[config.mk]
export PLATFORM = sky130hd
export DESIGN_NAME = imu_packet_deframer
export DESIGN_NICKNAME = d
export VERILOG_FILES = /design/src/rtl/ipd_pkg.sv /design/src/rtl/imu_packet_deframer.sv /design/src/rtl/ipd_byte_cell.sv /design/src/rtl/ipd_out_stage.sv
export SDC_FILE = /design/constraint.sdc
export NUM_CORES = 1
export LEC_CHECK = 0
export BUFFER_PORTS_ARGS = -buffer_cell sky130_fd_sc_hd__buf_2
export CORE_MARGIN = 5
export CORE_UTILIZATION = 52
export CTS_CLUSTER_DIAMETER = 30
export DETAILED_ROUTE_END_ITERATION = 16
export HOLD_SLACK_MARGIN = 0.12
export PLACE_DENSITY = 0.8
export SLEW_MARGIN = 15
export SYNTH_ARGS = -nofsm -noshare
export SYNTH_HDL_FRONTEND = slang
export SYNTH_SLANG_ARGS = --single-unit
export TNS_END_PERCENT = 10
[constraint.sdc]
create_clock -name clk -period 5.85 [get_ports clk]
set_input_delay 0.585 -clock clk [delete_from_list [all_inputs] [get_ports clk]]
set_output_delay 0.585 -clock clk [all_outputs]
set_load 0.05 [all_outputs]
[src/rtl/ipd_pkg.sv]
// Shared types and constants for the IMU packet deframer.
`default_nettype none

package ipd_pkg;

    // Packet layout: start, type, four 16-bit words, checksum.
    localparam int PACKET_BYTES = 11;
    // Bytes held in the shift chain before the checksum arrives.
    localparam int CHAIN_LEN    = PACKET_BYTES - 1;
    localparam int POS_W        = 4;
    localparam logic [POS_W-1:0] POS_HUNT     = POS_W'(0);
    localparam logic [POS_W-1:0] POS_CHECKSUM = POS_W'(PACKET_BYTES - 1);

    // Register reset values.
    localparam logic [7:0] START_BYTE_RST = 8'h55;
    localparam logic [7:0] ACCEL_TYPE_RST = 8'h51;
    localparam logic [7:0] GYRO_TYPE_RST  = 8'h52;
    localparam logic [7:0] ANGLE_TYPE_RST = 8'h53;
    localparam logic [7:0] MAG_TYPE_RST   = 8'h54;

    // Configuration register indexes.
    typedef enum logic [2:0] {
        REG_START_BYTE = 3'd0,
        REG_ACCEL_TYPE = 3'd1,
        REG_GYRO_TYPE  = 3'd2,
        REG_ANGLE_TYPE = 3'd3,
        REG_MAG_TYPE   = 3'd4
    } cfg_reg_t;

    // Packet kind codes.
    typedef enum logic [2:0] {
        KIND_ACCEL = 3'd0,
        KIND_GYRO  = 3'd1,
        KIND_ANGLE = 3'd2,
        KIND_MAG   = 3'd3,
        KIND_OTHER = 3'd4
    } kind_t;

    // One decoded packet.
    typedef struct packed {
        kind_t              kind;
        logic signed [15:0] value_x;
        logic signed [15:0] value_y;
        logic signed [15:0] value_z;
    } result_t;

endpackage

`default_nettype wire

[src/rtl/imu_packet_deframer.sv]
// Top level of the IMU packet deframer: framing control, shift chain and output.
//
//   Channel   Signals                                  Direction
//   input     in_valid, in_ready, rx_byte              bytes in
//   output    out_valid, out_ready, kind, value_x/y/z  packets out
//   config    cfg_we, cfg_index, cfg_data              register writes in
//
// A new byte can be accepted on every clock except while a checksum beat is stalled.
// The ten packet bytes before the checksum sit in a chain of byte cells that shift
// only on accepted packet bytes; the checksum beat is checked against a running sum.
// A good packet is loaded into the output register on its checksum beat.
// Only a checksum beat stalls, and only while the previous packet is unread.
// Reset loads the register defaults and returns the framer to hunting.
`default_nettype none

module imu_packet_deframer
    import ipd_pkg::*;
(
    input  wire logic               clk,
    input  wire logic               rst_n,
    input  wire logic               in_valid,
    output logic                    in_ready,
    input  wire logic [7:0]         rx_byte,
    output logic                    out_valid,
    input  wire logic               out_ready,
    output logic [2:0]              kind,
    output logic signed [15:0]      value_x,
    output logic signed [15:0]      value_y,
    output logic signed [15:0]      value_z,
    input  wire logic               cfg_we,
    input  wire logic [2:0]         cfg_index,
    input  wire logic [7:0]         cfg_data
);

    logic [7:0]       start_byte_reg;
    logic [7:0]       accel_type_reg;
    logic [7:0]       gyro_type_reg;
    logic [7:0]       angle_type_reg;
    logic [7:0]       mag_type_reg;

    logic [POS_W-1:0] pos_reg;
    logic [POS_W-1:0] pos_next;
    logic [7:0]       sum_reg;
    logic [7:0]       sum_next;

    logic             in_fire;
    logic             shift_en;
    logic             emit;
    logic [7:0]       chain_data [CHAIN_LEN];
    result_t          result;
    result_t          out_data;

    // Configuration registers.
    always_ff @(posedge clk or negedge rst_n)
    begin
        if (!rst_n)
        begin
            start_byte_reg <= START_BYTE_RST;
            accel_type_reg <= ACCEL_TYPE_RST;
            gyro_type_reg  <= GYRO_TYPE_RST;
            angle_type_reg <= ANGLE_TYPE_RST;
            mag_type_reg   <= MAG_TYPE_RST;
        end
        else if (cfg_we)
        begin
            case (cfg_index)
                REG_START_BYTE: start_byte_reg <= cfg_data;
                REG_ACCEL_TYPE: accel_type_reg <= cfg_data;
                REG_GYRO_TYPE:  gyro_type_reg  <= cfg_data;
                REG_ANGLE_TYPE: angle_type_reg <= cfg_data;
                REG_MAG_TYPE:   mag_type_reg   <= cfg_data;
                default: ;
            endcase
        end
    end

    // Only the checksum beat needs room in the output register.
    assign in_ready = !((pos_reg == POS_CHECKSUM) && out_valid && !out_ready);
    assign in_fire  = in_valid && in_ready;

    // Framing control: byte position and running checksum.
    always_comb
    begin
        pos_next = pos_reg;
        sum_next = sum_reg;
        shift_en = 1'b0;
        emit     = 1'b0;
        if (in_fire)
        begin
            if (pos_reg == POS_HUNT)
            begin
                if (rx_byte == start_byte_reg)
                begin
                    shift_en = 1'b1;
                    sum_next = rx_byte;
                    pos_next = POS_W'(1);
                end
            end
            else if (pos_reg < POS_CHECKSUM)
            begin
                shift_en = 1'b1;
                sum_next = sum_reg + rx_byte;
                pos_next = pos_reg + POS_W'(1);
            end
            else
            begin
                emit     = (chain_data[CHAIN_LEN-1] == start_byte_reg) &&
                           (sum_reg == rx_byte);
                sum_next = 8'd0;
                pos_next = POS_HUNT;
            end
        end
    end

    always_ff @(posedge clk or negedge rst_n)
    begin
        if (!rst_n)
        begin
            pos_reg <= POS_HUNT;
            sum_reg <= 8'd0;
        end
        else
        begin
            pos_reg <= pos_next;
            sum_reg <= sum_next;
        end
    end

    // Shift chain: cell 0 takes the newest byte, the last cell holds the start byte.
    for (genvar i = 0; i < CHAIN_LEN; i++)
    begin : g_chain
        if (i == 0)
        begin : g_head
            ipd_byte_cell u_cell (
                .clk  (clk),
                .shift(shift_en),
                .din  (rx_byte),
                .dout (chain_data[i])
            );
        end
        else
        begin : g_body
            ipd_byte_cell u_cell (
                .clk  (clk),
                .shift(shift_en),
                .din  (chain_data[i-1]),
                .dout (chain_data[i])
            );
        end
    end

    // Decode the packet: packet byte k sits in cell CHAIN_LEN-1-k.
    always_comb
    begin
        if (chain_data[CHAIN_LEN-2] == accel_type_reg)
        begin
            result.kind = KIND_ACCEL;
        end
        else if (chain_data[CHAIN_LEN-2] == gyro_type_reg)
        begin
            result.kind = KIND_GYRO;
        end
        else if (chain_data[CHAIN_LEN-2] == angle_type_reg)
        begin
            result.kind = KIND_ANGLE;
        end
        else if (chain_data[CHAIN_LEN-2] == mag_type_reg)
        begin
            result.kind = KIND_MAG;
        end
        else
        begin
            result.kind = KIND_OTHER;
        end
        result.value_x = {chain_data[CHAIN_LEN-4], chain_data[CHAIN_LEN-3]};
        result.value_y = {chain_data[CHAIN_LEN-6], chain_data[CHAIN_LEN-5]};
        result.value_z = {chain_data[CHAIN_LEN-8], chain_data[CHAIN_LEN-7]};
    end

    ipd_out_stage u_out (
        .clk      (clk),
        .rst_n    (rst_n),
        .load     (emit),
        .load_data(result),
        .out_ready(out_ready),
        .out_valid(out_valid),
        .out_data (out_data)
    );

    assign kind    = out_data.kind;
    assign value_x = out_data.value_x;
    assign value_y = out_data.value_y;
    assign value_z = out_data.value_z;

    // The byte position never runs past the checksum slot.
    a_pos_bound: assert property (@(posedge clk) disable iff (!rst_n)
        pos_reg <= POS_CHECKSUM)
        else $error("byte position beyond checksum slot");

    // A checksum beat always returns the framer to hunting.
    a_checksum_rehunt: assert property (@(posedge clk) disable iff (!rst_n)
        (in_fire && (pos_reg == POS_CHECKSUM)) |=> (pos_reg == POS_HUNT))
        else $error("framer did not resume hunting after checksum");

    // A non-start byte while hunting is dropped.
    a_hunt_drop: assert property (@(posedge clk) disable iff (!rst_n)
        (in_fire && (pos_reg == POS_HUNT) && (rx_byte != start_byte_reg))
        |=> (pos_reg == POS_HUNT))
        else $error("non-start byte left hunt state");

    // A new packet only appears right after an accepted checksum beat.
    a_emit_source: assert property (@(posedge clk) disable iff (!rst_n)
        $rose(out_valid) |-> $past(in_fire && (pos_reg == POS_CHECKSUM)))
        else $error("packet emitted without a checksum beat");

endmodule

`default_nettype wire

[src/rtl/ipd_byte_cell.sv]
// One byte cell of the packet shift chain.
`default_nettype none

module ipd_byte_cell (
    input  wire logic       clk,
    input  wire logic       shift,
    input  wire logic [7:0] din,
    output logic      [7:0] dout
);

    logic [7:0] data_reg;
    logic [7:0] data_next;

    // Take the neighbor's byte on a shift, otherwise hold.
    always_comb
    begin
        data_next = shift ? din : data_reg;
    end

    always_ff @(posedge clk)
    begin
        data_reg <= data_next;
    end

    assign dout = data_reg;

endmodule

`default_nettype wire

[src/rtl/ipd_out_stage.sv]
// Output register holding one decoded packet until the consumer takes it.
`default_nettype none

module ipd_out_stage
    import ipd_pkg::*;
(
    input  wire logic    clk,
    input  wire logic    rst_n,
    input  wire logic    load,
    input  wire result_t load_data,
    input  wire logic    out_ready,
    output logic         out_valid,
    output result_t      out_data
);

    logic    valid_reg;
    logic    valid_next;
    result_t data_reg;
    result_t data_next;

    // A load only arrives when the register is empty or being drained.
    always_comb
    begin
        if (load)
        begin
            valid_next = 1'b1;
        end
        else if (out_ready)
        begin
            valid_next = 1'b0;
        end
        else
        begin
            valid_next = valid_reg;
        end
        data_next = load ? load_data : data_reg;
    end

    always_ff @(posedge clk or negedge rst_n)
    begin
        if (!rst_n)
        begin
            valid_reg <= 1'b0;
        end
        else
        begin
            valid_reg <= valid_next;
        end
    end

    always_ff @(posedge clk)
    begin
        data_reg <= data_next;
    end

    assign out_valid = valid_reg;
    assign out_data  = data_reg;

endmodule

`default_nettype wire
# After elaboration in Yosys (flattened, before gate mapping)
# Cells that the tools add are included.
[totals]
wordCells = 75
register_bits = 184
romBits = 0
mem_bits_rw = 0
latch_bits = 0
n_memories = 0
[op_classes]
n_mux = 18
bitwise_logic = 0
eq_ne = 13
n_reduce_logical = 17
multipliers = 0
n_div = 0
order_cmp = 1
shift = 0
n_addsub = 2
[op_table]
columns = ["cell", "n"]
rows = [
  ["$eq A8 B8 Y1", 7],
  ["$mux W8", 3],
  ["$mux W4", 3],
  ["$reduce_and A2 Y1", 6],
  ["$mux W1", 10],
  ["$add A8 B8 Y8", 1],
  ["$eq A3 B2 Y1 const B", 2],
  ["$add A4 B1 Y4 const B", 1],
  ["$eq A4 B4 Y1 const B", 1],
  ["$logic_and A1 B1 Y1", 4],
  ["$logic_not A4 Y1", 1],
  ["$lt A4 B4 Y1 const B", 1],
  ["$eq A3 B1 Y1 const B", 1],
  ["$eq A3 B3 Y1 const B", 1],
  ["$logic_not A3 Y1", 1],
  ["$mux W3", 1],
  ["$reduce_or A3 Y1", 1],
  ["$logic_not A1 Y1", 2],
  ["$mux W2", 1],
  ["$ne A2 B1 Y1 const B", 1],
  ["$reduce_bool A2 Y1", 1],
  ["$reduce_or A2 Y1", 1],
]

# Longest topological paths before layout
# Gate-level depths: netlist (run 1).
[logic_depth]
depth_word = 7
ltp_mapped = 7
mapped_depth_nobuf = 7

# Cells and area by module
# A second synthesis (run 1) with hierarchy kept.
[unflattened]
cells_unflattened = 408
hier_area_um2 = 7154.4
[by_module_without_submodules]
columns = ["mod", "n_inst", "cells_each", "area_each_um2"]
rows = [
  ["imu_packet_deframer", 1, 274, 3184.3],
  ["ipd_byte_cell", 10, 8, 240.2],
  ["ipd_out_stage", 1, 54, 1567.8],
]

# Worst setup path before layout (run 1)
# No wires, ideal clock.
[synth_path]
path_type = "input to register"
startpoint = "input rx_byte[4]"
endpoint = "register u_out.data_reg, in the netlist u_out.out_data[0], enable pin"
path_buffers = 0
arrival_ps = 5231
t_required_ps = 5325
setup_slack_ps = 94
stages = 5
cell_sequence = "ha_1 > or4_1 > nor4_1 > nand4_1 > nor3_1"
[synth_between]
elab_chain_cells = 5
[synth_rtl]
columns = ["item", "line", "rtl"]
rows = [
  ["from (decl)", "imu_packet_deframer.sv:23", "input wire logic [7:0] rx_byte,"],
  ["$eq A8 B8 Y1", "imu_packet_deframer.sv:108", "(sum_reg == rx_byte);"],
  ["$logic_and A1 B1 Y1", "imu_packet_deframer.sv:107", "emit = (chain_data[CHAIN_LEN-1] == start_byte_reg) &&"],
  ["$mux W1", "imu_packet_deframer.sv:99", "else if (pos_reg < POS_CHECKSUM)"],
  ["$mux W1", "imu_packet_deframer.sv:90", "if (pos_reg == POS_HUNT)"],
  ["$mux W1", "imu_packet_deframer.sv:88", "if (in_fire)"],
  ["named net emit", "imu_packet_deframer.sv:48", "logic emit;"],
  ["to (signal assigned)", "ipd_out_stage.sv:53", "data_reg <= data_next;"],
  ["to (decl)", "ipd_out_stage.sv:18", "result_t data_reg;"],
]
# The timed path passes the listed nets, and every way through them passes these cells.
# A chain may end at the register's enable or synchronous reset.

# Worst setup path after layout (run 1)
[layout_path]
startpoint = "register start_byte_reg[2]"
endpoint = "register g_chain[1].g_body.u_cell.data_reg[0], enable pin"
[layout_between]
elab_chain_cells = 4
[layout_rtl]
columns = ["item", "line", "rtl"]
rows = [
  ["from (decl)", "imu_packet_deframer.sv:35", "logic [7:0] start_byte_reg;"],
  ["from (signal assigned)", "imu_packet_deframer.sv:67", "REG_START_BYTE: start_byte_reg <= cfg_data;"],
  ["$eq A8 B8 Y1", "imu_packet_deframer.sv:92", "if (rx_byte == start_byte_reg)"],
  ["$mux W1", "imu_packet_deframer.sv:92", ""],
  ["$mux W1", "imu_packet_deframer.sv:90", ""],
  ["$mux W1", "imu_packet_deframer.sv:88", ""],
  ["named net g_chain[0].g_head.u_cell.shift", "ipd_byte_cell.sv:6", "input wire logic shift,"],
  ["to (signal assigned)", "ipd_byte_cell.sv:22", "data_reg <= data_next;"],
  ["to (decl)", "ipd_byte_cell.sv:11", "logic [7:0] data_reg;"],
]
# The timed path passes the listed nets, and every way through them passes these cells.

==> impl_metrics.py, run 1 <==
metrics = {
    "outcome": {
        "outcome": "finished clean",
    },
    "sta": {
        "final_hold_slack_ps": 289,
        "worst_slew_pin_slew_ps": 1110,
        "setup-violations-final": 0,
        "timing.slew.headroom": 0.251,
        "setup-tns-final_ps": 0,
        "fmaxAchievable_ghz": 0.325,
        "grt_setup_unrepaired": "no",
        "final_period_minus_worst_setup_slack_ps": 3080,
        "period_share": 0.526,
        "timing_hold_violations_final": 0,
        "clock_skew_ps": 13.4,
        "final-max-slew-violation-count": 0,
    },
    "logic_synthesis": {
        "synth.top_cells.by_area": "edfxtp_1 (55%), dfrtp_1 (13%), mux2_2 (6.3%)",
        "yosys_register_bits": 184,
        "postSynth.topFlopCell": "edfxtp_1",
        "yosysTopAreaCellShare": 0.547,
        "synth.yosys.warnings": 0,
        "post_synthesis_cell_area_um2": 7190,
        "syn_nets": 440,
        "synth-seq-area-share": 0.734,
        "synth_enable_flop_cells": 131,
        "synthArstFlopShare": 0.288,
        "post_synth_inst_count": 405,
        "synth_common_cells": "edfxtp_1 (131), mux2_2 (40), xor2_1 (37)",
        "synth_cell_types": 53,
        "synthMostInstantiatedCell": "edfxtp_1",
        "avg_inst_size_synth_um2": 17.8,
        "synth_largest_area_cell": "edfxtp_1",
    },
    "cts": {
        "holdBufCountCts": 0,
        "max-clock-path-buffers": 2,
        "num_cts_buffers": 17,
        "clk_pin_slew_ps": 60,
        "cts.repair_timing.setup_buffer_count": 0,
        "insertion_delay_ps": 430,
        "clock_tree.root_cell": "clkbuf_16",
        "clock_tree.htree_level_count": 4,
        "cts.sinks": 184,
        "tritoncts_clock_tree": "yes",
        "number_of_gates_given_a_new_drive_strength_after_cts": 0,
    },
    "detailed_routing": {
        "first_iter_violations": 264,
        "drtAntennaViolNets": 0,
        "post-route-drc-count": 0,
        "first_pass_iters": 4,
        "route.vias.total": 3731,
        "totalWireLength_um": 13200,
        "detail_route.vias_per_cell": 5.39,
        "routedWlPerCell_um": 19.0,
    },
    "grt": {
        "groute.usage.overall": 0.171,
        "first_global_vias": 3769,
        "grt_max_degree": 54,
        "grt_antenna_before_repair": 0,
        "grt_overflow_total": 0,
        "grt_first_pass_wirelength_um": 21100,
    },
    "placed_design": {
        "io_buffer_count": 76,
        "dp_hpwl_um": 8990,
        "gp_congestion": 0.944,
        "dpl_cell_area_um2": 7800,
    },
    "floorplanning": {
        "initial_core_util": 0.524,
        "die-area_um2": 16300,
        "floorplan.rows": 43,
        "core_region_area_um2": 13700,
        "ioPinCount": 77,
        "die_h_um": 128,
        "die-width_um": 128,
    },
    "finish": {
        "largest_reg_flops": 72,
        "areaGrowthSynthToFinish_pct": 17.0,
        "antenna_cells_inserted": 0,
        "sequential_cell_area_um2": 5280,
        "final_core_utilization": 0.613,
        "final_area_um2": 8410,
        "layout-drive-gt1-share": 0.367,
        "design.final.nets": 534,
        "num-fill-cells": 992,
        "multi_input_area_um2": 1870,
    },
    "critical_path": {
        "cp.required_ps": 5900,
        "timing.critical_path.to_type": "flop",
        "worstReg2RegStart": "start_byte_reg[2]",
        "worstSetupStartpointType": "flop",
        "cp-startpoint": "start_byte_reg[2]",
        "criticalPathCategory": "flop to flop",
        "worstPathArrival_ps": 3130,
        "slack_of_the_worst_reg_to_reg_path_ps": 2770,
        "worstPathMaxFanout": 53,
    },
    "power": {
        "vdd_ir_drop_max_v": 0.000267,
        "power_density_nw_per_um2": 476,
        "total_leakage_power_nw": 3.18,
    },
    "job": {
        "maxCapViolations": 0,
    },
    "hold_path": {
        "hold_class": "input port to asynchronous set/reset pin",
    },
}
cell usage in the layout, fill, tap and decap left out, types with 3 or more instances in the layout:
| master | instances |
|---|---|
| edfxtp_1 | 131 |
| buf_2 | 76 |
| mux2_2 | 40 |
| xor2_1 | 37 |
| dfrtp_1 | 36 |
| dfstp_2 | 17 |
| clkbuf_16 | 17 |
| xnor2_1 | 15 |
| nand2_1 | 14 |
| o21ai_0 | 12 |
| ha_1 | 10 |
| nor4_1 | 9 |
| inv_1 | 6 |
| mux2_4 | 6 |
| nand4_1 | 5 |
| nor2_1 | 5 |
| o211ai_1 | 4 |
| a21oi_1 | 4 |
| clkinv_4 | 4 |
| buf_4 | 4 |
| nand3_1 | 3 |
| a22o_1 | 3 |
| clkinv_2 | 3 |
| bufinv_16 | 3 |
kinds of logic after synthesis:
kind of cell / share of synthesized area
AOI/OAI and AO/OA: 0.0372
xor gates and xnor gates: 0.0656
adders and majority gates: 0.0202
buffers and inverters: 0.00887
DFF: 0.734
muxes: 0.0752
and+or+nand+nor: 0.0585
worst max-delay path, cell delays in order, from the launching register on:
cell and delay (ps):
dfstp_2 590, xor2_1 120, nor4_4 340, a21oi_2 120
nand2b_4 240, nor2_4 620, buf_4 650
power breakdown:
group          total, mW  internal [mW]  switching [mW]  leakage [nW]
registers           2.07           1.84           0.232          1.83
clock network       1.15          0.676           0.477         0.298
logic              0.778          0.354           0.424          1.04
area by class of cell:
type                       instances  share of cell area
clock buffer                      18              0.0510
clock inverter                    14              0.0205
inverter                           6             0.00268
multi-input combinational        210               0.223
sequential                       184               0.628
tap                              180              0.0268
timing repair buffer              80              0.0488
per-layer routing:
| metal | vias to the layer above | wire length, um | GRT usage |
|---|---|---|---|
| li1 | 1727 | - | - |
| met1 | 1869 | 5570 | 0.221 |
| met2 | 113 | 6660 | 0.283 |
| met3 | 22 | 726 | 0.0426 |
| met4 | 0 | 217 | 0.0655 |
| met5 | - | 0 | 0 |
metrics by stage:
step	total power, mW	cells	setup WS, ps
floorplan	2.63	405	94.0
global placement	2.82	660	2630
detailed placement	2.86	660	2500
CTS	4.02	692	2770
global route	4.20	692	2570
finish	4.00	692	2770
path summary, 6_finish.rpt:
path / endpoint / depth (start not counted)
setup / recovery: g_chain[1].g_body.u_cell.dout[0] / 6
hold / removal: angle_type_reg[2] / 2
setup reg to reg: g_chain[1].g_body.u_cell.dout[0] / 6
hold reg to reg: g_chain[2].g_body.u_cell.dout[2] / 0
max in group asynchronous: start_byte_reg[5] / 2
min in group clk: g_chain[0].g_head.u_cell.dout[5] / 1
No activity file was read; power rests on OpenSTA's default activity.
==> run 2: changes to the inputs <==
--- a/config.mk
+++ b/config.mk
@@ -5,6 +5,7 @@
 export SDC_FILE = /design/constraint.sdc
 export NUM_CORES = 1
 export LEC_CHECK = 0
+export ABC_AREA = 1
 export BUFFER_PORTS_ARGS = -buffer_cell sky130_fd_sc_hd__buf_2
 export CORE_MARGIN = 5
 export CORE_UTILIZATION = 52
==> constraint.sdc (replaced) <==
create_clock -name clk -period 2.5 [get_ports clk]
set_input_delay 0.25 -clock clk [delete_from_list [all_inputs] [get_ports clk]]
set_output_delay 0.25 -clock clk [all_outputs]
set_load 0.05 [all_outputs]
==> run 2 against run 1 <==
Worst setup slack got worse by 2500 ps. Critical path depth rose by 5. Synthesized cell count rose by 37%. Area after synthesis rose by 0.40%. Wire length rose by 6.2%. Hold slack got worse by 120 ps. Critical path type is now input port to flop. Register-to-register slack got worse by 2500 ps. Total power rose by 130%. First-iteration DRC count rose by 14%.
==> impl_metrics.py, run 2 <==
metrics = {
    "detailed_routing": {
        "totalWireLength_um": 14000,
        "first_iter_violations": 302,
        "first_pass_iters": 5,
        "drtAntennaViolNets": 0,
        "route.vias.total": 4393,
        "post-route-drc-count": 0,
        "detail_route.vias_per_cell": 5.15,
        "routedWlPerCell_um": 16.4,
    },
    "grt": {
        "grt_overflow_total": 0,
        "first_global_vias": 4394,
        "grt_antenna_before_repair": 0,
        "grt_first_pass_wirelength_um": 23000,
        "groute.usage.overall": 0.183,
        "grt_max_degree": 40,
    },
    "finish": {
        "layout-drive-gt1-share": 0.239,
        "mostFrequentLayoutCell": "nand2_1",
        "finalNonFillerCells": 853,
        "antenna_cells_inserted": 0,
        "largest_reg_flops": 72,
        "design.final.nets": 695,
        "final_area_um2": 8640,
        "areaGrowthSynthToFinish_pct": 19.7,
        "final_core_utilization": 0.628,
        "num-fill-cells": 1026,
        "mostFrequentLayoutCells": "nand2_1 (139), edfxtp_1 (131), buf_2 (76)",
    },
    "outcome": {
        "outcome": "finished clean",
    },
    "cts": {
        "clock_tree.root_cell": "clkbuf_16",
        "tritoncts_clock_tree": "yes",
        "cts.sinks": 184,
        "insertion_delay_ps": 430,
        "num_cts_buffers": 17,
        "clk_pin_slew_ps": 60,
        "clock_tree.htree_level_count": 4,
        "number_of_gates_given_a_new_drive_strength_after_cts": 0,
        "max-clock-path-buffers": 2,
    },
    "placed_design": {
        "preCtsSetupSlack_ps": 322,
        "io_buffer_count": 76,
        "dp_cells": 811,
        "dp_hpwl_um": 9720,
        "dpl_cell_area_um2": 7950,
        "gp_congestion": 0.892,
    },
    "sta": {
        "setup-violations-final": 0,
        "postLayoutSetupSlackWorst_ps": 233,
        "clock_skew_ps": 10.3,
        "fmaxAchievable_ghz": 0.441,
        "worst_slew_pin_slew_ps": 660,
        "timing.slew.headroom": 0.560,
        "period_share": 0.907,
        "final-max-slew-violation-count": 0,
        "final_period_minus_worst_setup_slack_ps": 2270,
        "setup-tns-final_ps": 0,
        "timing_hold_violations_final": 0,
        "grt_setup_unrepaired": "no",
        "final_hold_slack_ps": 165,
    },
    "floorplanning": {
        "initial_core_util": 0.524,
        "floorplan.rows": 43,
        "core_region_area_um2": 13800,
        "die-area_um2": 16300,
        "die_h_um": 128,
        "die-width_um": 128,
        "ioPinCount": 77,
    },
    "logic_synthesis": {
        "post_synth_inst_count": 555,
        "post_synthesis_cell_area_um2": 7220,
        "avg_inst_size_synth_um2": 13.0,
        "synth_enable_flop_cells": 131,
        "synth_common_cells": "nand2_1 (139), edfxtp_1 (131), o21ai_0 (48)",
        "postSynth.topFlopCell": "edfxtp_1",
        "synth-seq-area-share": 0.732,
        "synth_largest_area_cell": "edfxtp_1",
        "synthMostInstantiatedCell": "nand2_1",
        "syn_nets": 590,
        "synth.top_cells.by_area": "edfxtp_1 (54%), dfrtp_1 (12%), nand2_1 (7.2%)",
        "synth.yosys.warnings": 0,
        "yosysTopAreaCellShare": 0.545,
        "synthArstFlopShare": 0.288,
        "synth_cell_types": 38,
        "yosys_register_bits": 184,
    },
    "job": {
        "maxCapViolations": 0,
    },
    "critical_path": {
        "worstSetupStartpointType": "input port",
        "criticalPathCategory": "input port to flop",
        "cp.required_ps": 2610,
        "timing.critical_path.to_type": "flop",
        "worstPathMaxFanout": 39,
        "worstPathArrival_ps": 2380,
    },
    "power": {
        "total_leakage_power_nw": 3.56,
        "vdd_ir_drop_max_v": 0.000623,
        "design_power_total_mw": 9.28,
        "power_density_nw_per_um2": 1070,
    },
    "hold_path": {
        "hold_class": "input port to flop",
    },
}
run 2: cell count changes after synthesis, sizes merged, moves of 6 or more:
cell / change
nor2: +24
or2: +6
nor4: -11
xor2: -23
inv: +37
nand2: +129
a21oi: +6
mux2: -46
nand3: +12
o21ai: +38
run 2: path summary, 6_finish.rpt:
kind | startpoint | end | slack [ps] | cells past startpoint
max | rx_byte[5] | u_out.out_data[3] | 230 | 11
min | cfg_data[2] | start_byte_reg[2] | 170 | 3
max reg2reg | pos_reg[1] | g_chain[5].g_body.u_cell.dout[3] | 290 | 8
min reg2reg | g_chain[1].g_body.u_cell.dout[3] | g_chain[2].g_body.u_cell.dout[3] | 420 | 0
max in group asynchronous | rst_n | accel_type_reg[0] | 1450 | 3
min in group asynchronous | rst_n | pos_reg[1] | 380 | 2
run 2: what timing repair did:
action | in CTS | in global routing
setup buffers | 0 | 0
hold endpoints to repair | 26 | 0
hold buffers | 10 | 0
run 2: final cells by class:
type | count | area (um2) | share of cell area
clock buffers | 20 | 457 | 0.0528
clock inverters | 12 | 139 | 0.0161
inverters | 43 | 166 | 0.0193
multi-input cells | 321 | 1770 | 0.204
flip-flops and latches | 184 | 5280 | 0.611
well taps | 180 | 225 | 0.0261
repair buffers | 93 | 608 | 0.0704
run 2: kinds of logic after synthesis:
group | Yosys count | share of synthesized area
and+or+nand+nor | 209 | 0.127
DFF | 184 | 0.732
AOI/OAI and AO/OA | 66 | 0.0511
buffers and inverters | 50 | 0.0276
xor gates and xnor gates | 35 | 0.0425
adders and majority gates | 11 | 0.0201
run 2: power by group:
group          switching [mW]  total (mW)  leakage (nW)  internal [mW]
Clock                    1.12        2.67         0.294           1.54
Combinational            1.16        1.93          1.41          0.765
Sequential              0.471        4.69          1.85           4.22
Total                    2.76        9.28          3.56           6.52
run 2: critical path, stage by stage:
cell and delay (ps):
dlygate4sd3_1 540, buf_2 160, ha_1 370, nor2_1 130, nand2_1 60, nor2_1 110
nand3_1 80, nor2_1 110, nand2_1 80, inv_2 190, buf_12 260
run 2: layer usage:
layer	wire (um)	global-route usage	vias to the layer above	share of wire
li1	-	-	2099	-
met1	6150	0.246	2122	0.44
met2	6800	0.290	148	0.49
met3	794	0.0454	24	0.057
met4	247	0.0687	0	0.018
met5	0	0	-	0
